[src/sv/central_difference_gradient_defines.svh]
// Assertion macros shared by the gradient block's modules.
`ifndef CENTRAL_DIFFERENCE_GRADIENT_DEFINES_SVH
`define CENTRAL_DIFFERENCE_GRADIENT_DEFINES_SVH

// Same-cycle implication, disabled during reset.
`define CDG_ASSERT_NOW(label, clk, rst_n, ante, cons) \
	label: assert property (@(posedge clk) disable iff (!rst_n) (ante) |-> (cons)) \
		else $error("same-cycle check failed");

// Next-cycle implication, disabled during reset.
`define CDG_ASSERT_NEXT(label, clk, rst_n, ante, cons) \
	label: assert property (@(posedge clk) disable iff (!rst_n) (ante) |=> (cons)) \
		else $error("next-cycle check failed");

`endif

[src/sv/cdg_pkg.sv]
// Shared constants and types of the central-difference gradient block.
`default_nettype none

package cdg_pkg;

	localparam int MAX_WIDTH_DEF  = 1024;
	localparam int PIXEL_BITS_DEF = 8;

	localparam int ROW_W      = 12;
	localparam int OUT_COL_W  = 10;
	localparam int WIDTH_CFG_W  = 11;
	localparam int HEIGHT_CFG_W = 13;
	localparam int CFG_DATA_W   = 13;
	localparam int CFG_INDEX_W  = 1;

	localparam int MIN_DIM      = 3;
	localparam int MAX_HEIGHT   = 4096;
	localparam int WIDTH_RESET  = 640;
	localparam int HEIGHT_RESET = 480;

	localparam int QUEUE_DEPTH = 4;

	localparam logic [CFG_INDEX_W-1:0] REG_IMAGE_WIDTH  = 1'b0;
	localparam logic [CFG_INDEX_W-1:0] REG_IMAGE_HEIGHT = 1'b1;

	// Result slots of one word, in delivery order.
	localparam int RES_UPPER       = 0;  // row r-1, column c-1
	localparam int RES_UPPER_LAST  = 1;  // row r-1, last column
	localparam int RES_BOTTOM      = 2;  // bottom row, column c-1
	localparam int RES_BOTTOM_LAST = 3;  // bottom row, last column
	localparam int RES_SLOTS       = 4;

	typedef struct packed {
		logic [RES_SLOTS-1:0] mask;
		logic [ROW_W-1:0]     row;
	} job_ctrl_t;

endpackage

`default_nettype wire

[src/sv/cdg_back.sv]
// Back end: word queue and expansion of each word into its result words.
`default_nettype none

`include "central_difference_gradient_defines.svh"

module cdg_back import cdg_pkg::*; #(
	parameter int MAX_WIDTH  = MAX_WIDTH_DEF,
	parameter int PIXEL_BITS = PIXEL_BITS_DEF,
	localparam int COL_W = $clog2(MAX_WIDTH),
	localparam int GW    = PIXEL_BITS + 1
) (
	input  logic                         clk,
	input  logic                         arst_n,
	input  logic                         q_push,
	input  job_ctrl_t                    q_ctrl,
	input  logic [COL_W-1:0]             q_col,
	input  logic [RES_SLOTS*GW-1:0]      q_grad,
	output logic                         q_full,
	input  logic                         pop,
	output logic                         empty,
	output logic signed [GW-1:0]         grad_x,
	output logic signed [GW-1:0]         grad_y,
	output logic [ROW_W-1:0]             out_row,
	output logic [OUT_COL_W-1:0]         out_col,
	output logic                         last_in_run
);

	localparam int PTR_W = $clog2(QUEUE_DEPTH);
	localparam int CNT_W = $clog2(QUEUE_DEPTH + 1);

	typedef struct packed {
		job_ctrl_t               ctrl;
		logic [COL_W-1:0]        col;
		logic [RES_SLOTS*GW-1:0] grad;
	} job_t;

	job_t             jobs_q [QUEUE_DEPTH];
	logic [PTR_W-1:0] wr_ptr_q, rd_ptr_q;
	logic [CNT_W-1:0] count_q;
	logic [RES_SLOTS-1:0] done_q;

	job_t                 head;
	logic [RES_SLOTS-1:0] remaining, sel;
	logic                 deq, take;
	logic signed [GW-1:0] gx_a, gy_a, gy_b, gx_c;
	logic [COL_W-1:0]     col_out;

	assign head      = jobs_q[rd_ptr_q];
	assign empty     = count_q == '0;
	assign q_full    = count_q == CNT_W'(QUEUE_DEPTH);
	assign remaining = head.ctrl.mask & ~done_q;
	assign sel       = remaining & (~remaining + RES_SLOTS'(1));
	assign last_in_run = (remaining & ~sel) == '0;

	assign take = pop & ~empty;
	assign deq  = take & last_in_run;

	assign {gx_c, gy_b, gy_a, gx_a} = head.grad;

	always_comb begin
		grad_x = '0;
		grad_y = '0;
		if (sel[RES_UPPER]) begin
			grad_x = gx_a;
			grad_y = gy_a;
		end else if (sel[RES_UPPER_LAST]) begin
			grad_y = gy_b;
		end else if (sel[RES_BOTTOM]) begin
			grad_x = gx_c;
		end
	end

	assign out_row = (sel[RES_UPPER] | sel[RES_UPPER_LAST]) ?
		head.ctrl.row - ROW_W'(1) : head.ctrl.row;
	assign col_out = (sel[RES_UPPER] | sel[RES_BOTTOM]) ?
		head.col - COL_W'(1) : head.col;
	assign out_col = OUT_COL_W'(col_out);

	always_ff @(posedge clk) begin
		if (q_push) begin
			jobs_q[wr_ptr_q] <= '{ctrl: q_ctrl, col: q_col, grad: q_grad};
		end
	end

	always_ff @(posedge clk or negedge arst_n) begin
		if (!arst_n) begin
			wr_ptr_q <= '0;
			rd_ptr_q <= '0;
			count_q  <= '0;
			done_q   <= '0;
		end else begin
			if (q_push) begin
				wr_ptr_q <= (wr_ptr_q == PTR_W'(QUEUE_DEPTH - 1)) ? '0 : wr_ptr_q + PTR_W'(1);
			end
			if (deq) begin
				rd_ptr_q <= (rd_ptr_q == PTR_W'(QUEUE_DEPTH - 1)) ? '0 : rd_ptr_q + PTR_W'(1);
				done_q   <= '0;
			end else if (take) begin
				done_q <= done_q | sel;
			end
			case ({q_push, deq})
				2'b10:   count_q <= count_q + CNT_W'(1);
				2'b01:   count_q <= count_q - CNT_W'(1);
				default: count_q <= count_q;
			endcase
		end
	end

	`CDG_ASSERT_NOW(a_back_count_bound, clk, arst_n, 1'b1, count_q <= CNT_W'(QUEUE_DEPTH))
	`CDG_ASSERT_NOW(a_back_head_has_work, clk, arst_n, !empty, remaining != '0)
	`CDG_ASSERT_NEXT(a_back_partial_pop_holds, clk, arst_n, take && !last_in_run, !empty)

endmodule

`default_nettype wire

[config.mk]
export PLATFORM = sky130hd
export DESIGN_NAME = cdg_back
export DESIGN_NICKNAME = d
export VERILOG_FILES = /design/src/sv/cdg_pkg.sv /design/src/sv/cdg_back.sv
export VERILOG_INCLUDE_DIRS = /design/src /design/src/sv
export SDC_FILE = /design/constraint.sdc
export NUM_CORES = 1
export LEC_CHECK = 0
export BUFFER_PORTS_ARGS = -buffer_cell sky130_fd_sc_hd__clkbuf_2
export CAP_MARGIN = 30
export CORE_ASPECT_RATIO = 1.75
export CORE_UTILIZATION = 55
export DETAILED_ROUTE_END_ITERATION = 7
export GPL_TIMING_DRIVEN = 1
export PLACE_DENSITY = 0.79
export SYNTH_ARGS = -nofsm -noshare
export SYNTH_HDL_FRONTEND = slang
export SYNTH_SLANG_ARGS = --single-unit
[constraint.sdc]
create_clock -name clk -period 5.37 [get_ports clk]
set_input_delay 0.537 -clock clk [delete_from_list [all_inputs] [get_ports clk]]
set_output_delay 0.537 -clock clk [all_outputs]
set_load 0.02 [all_outputs]
==> reports/results.ini <==
[placement]
gp_congestion=0.745
place.port_buffers=108
dp_hpwl_um=11300

[clock_tree]
cts_sinks=259
cts-htree-levels=1
worstSkewPairLatency_ns=0.50
cts_root_buffer=clkbuf_16
clk_pin_slew_worst_paths_ns=0.07
ctsResizeCount=0
cts_tree=built
cts_inserted_buffers=22
cts_max_path_buffers=3

[setup_path]
cp-startpoint=rd_ptr_q[0]$_DFFE_PN0N_
setup.worst_path.end=out_row[6]
rrSetupSlack_ns=2.13
cp_data_arrival_time_ns=3.80
critPathRequiredTime_ns=4.83
critPathMaxFanout=41
start_kind=flip-flop
r2r-end=count_q[2]$_DFFE_PN0P_
worstSetupPathType=flip-flop to output port
reg2reg_depth=10
cp-end-kind=output port
r2r-start=rd_ptr_q[0]$_DFFE_PN0N_

[logic_synthesis]
syn_nets=551
synth_ff_type=edfxtp_1
ys_seq_area_share_pct=75.2
synth_edf_count=248
synth_area_per_cell_sq_um=21.6
synthTopCellsByArea=edfxtp_1 73%, mux4_2 13%, dfrtp_1 2.7%
synth.distinct_cells=49
netlist_area_sq_um=10300
yosys.area.top_type=edfxtp_1
synthArstFlopShare_pct=4.25
yosys.area.top_type_share_pct=72.5
synthCells=476
yosys_warnings=0
ys_seq_elements=259

[routing]
drcViolationCount=0
final_antenna_net_count=0
wire_per_inst_um=22.3
routed_wl_um=18800
first_pass_iters=4
via_per_inst=5.89
drt_iter0_drc=284
num_vias=4979

[global_route]
overflow=0
track_usage_pct=19.9
antenna_found_initial=1
grt_max_degree=63
first_global_vias=5383
grt_pass1_wl_um=28700

[power]
ir_drop_v=0.000336
power_mw=6.83
p_leak_nw=4.09
cellPowerDensity_nw_per_um2=578

[timing]
fin_crit_sh_pct=80.7
clock_skew_ns=0.0127
fin_setup_tns_ns=0
rsz0062_at_grt=no
max_freq_ghz=0.231
finalSetupViolCount=0
finalHoldViolCount=0
finalCriticalPeriod_ns=4.33
final_max_slew_viol_count=0
slew_headroom_pct=35.4
hold-worst-slack_ns=0.252
worst_pin_slew_ns=0.968

[floorplanning]
io_pins=109
rows=65
dieArea_sq_um=19200
coreArea_sq_um=18100
chipHeight_um=183
start_util_pct=56.6
die_w_um=105

[layout]
drive_gt1_share_pct=36.7
nFillCells=1189
syn_to_final_growth_pct=15.0
num-nets-final=670

[worst_hold_path]
holdPathStages=1
min_path_type=input pin to flip-flop

[status]
status=complete, no violations

[flow_run]
drv_cap=0

[report_power, final]
group	internal (mW)	switching, mW	leakage [nW]
logic	1.00	1.44	1.32
clock network	0.936	0.670	0.365
registers	2.60	0.189	2.41
[registers in the layout, summed over array words and instances, names as in the netlist]
name	count
jobs_q	248
rd_ptr_q	2
wr_ptr_q	2
done_q	4
count_q	3
[cell usage after synthesis (4+ instances only)]
cell	instances
ha_1	8
nand2_1	8
mux4_2	57
xor2_1	11
xnor2_1	9
a32o_1	9
buf_2	10
dfrtp_1	11
edfxtp_1	248
nand2b_1	5
o21ai_0	8
a22o_1	9
mux4_1	5
nor2_1	13
and2_1	4
inv_1	11
[placed cells by master (no fill, tap or decap), types with 2 or more instances in the layout]
cell       count
edfxtp_1     248
clkbuf_2     108
mux4_2        57
clkbuf_16     23
nor2_1        13
inv_1         11
xor2_1        11
a32o_1         9
a22o_1         9
xnor2_1        9
dfrtp_1        9
nand2_1        8
o21ai_0        8
ha_1           8
nand2b_1       5
mux4_1         5
clkbuf_1       5
and2_4         4
clkinv_2       4
clkbuf_8       4
nor2_2         3
nor3_1         3
a21oi_1        3
buf_4          3
nor2b_1        2
o211ai_1       2
o21ai_1        2
nor3_2         2
nand3_1        2
o21ai_2        2
mux2_1         2
clkinv_1       2
bufinv_16      2
[kinds of logic (layout without fill, tap and decap cells)]
logic type,Yosys count,in the layout,synth area share [%]
buffers and inverters,30,165,1.56
DFF,259,259,75.2
adders and majority gates,9,9,1.17
other,0,1,0
muxes,64,64,14.0
xor gates and xnor gates,20,20,1.71
AOI/OAI and AO/OA,40,40,3.00
and+or+nand+nor,54,54,3.37
[worst max-delay path, cell delays in order, from the launching register on]
cell and delay [ns]:
dfrtp_4 0.73, buf_4 0.71, mux4_1 0.72, inv_1 0.09
ha_1 0.14, inv_1 0.05, nor2_1 0.12, o21ai_2 0.14
o41ai_1 0.26, o21ai_1 0.13, clkbuf_2 0.17
[worst min-delay path by stage]
| stage | from | endpoint |
|---|---|---|
| detailed placement | arst_n | count_q[0]$_DFFE_PN0P_ |
| global placement | arst_n | count_q[1]$_DFFE_PN0P_ |
| CTS | q_grad[22] | jobs_q[0][22]$_DFFE_PP_ |
| finish | q_col[2] | jobs_q[3][38]$_DFFE_PP_ |
| floorplan | arst_n | count_q[0]$_DFFE_PN0P_ |
| global route | q_grad[22] | jobs_q[0][22]$_DFFE_PP_ |
[what timing repair did]
item,CTS,global route
hold endpoints to repair,11,0
hold buffers,1,0
setup buffers,0,0
[through the flow]
stage          utilization, %  setup WS, ns  instances  area [sq um]
2_1_floorplan               -          2.52        476         10300
3_3_place_gp             60.7          1.49        801         11000
3_5_place_dp             60.8          1.47        802         11000
4_1_cts                  64.9         0.914        843         11800
5_1_grt                  65.1         0.715        846         11800
6_report                 65.1          1.04        846         11800
[per-layer routing]
metal,GRT usage [%],wire length (um),up-vias
met5,0,0,-
met4,10.1,723,0
met3,2.91,955,45
met2,35.4,10200,174
met1,23.5,6940,2547
li1,-,-,2213
[layout make-up]
class                      instances  area [sq um]  share of cell area (%)
clock buffer                      32           649                    5.50
antenna                            1          2.50                  0.0212
multi-input combinational        187          2400                    20.3
inverter                          11          41.3                   0.350
sequential                       259          7730                    65.4
clock inverter                     8          87.6                   0.741
timing repair buffer             114           616                    5.21
tap                              234           293                    2.48
Note: power is estimated with default switching activity, not from simulation.
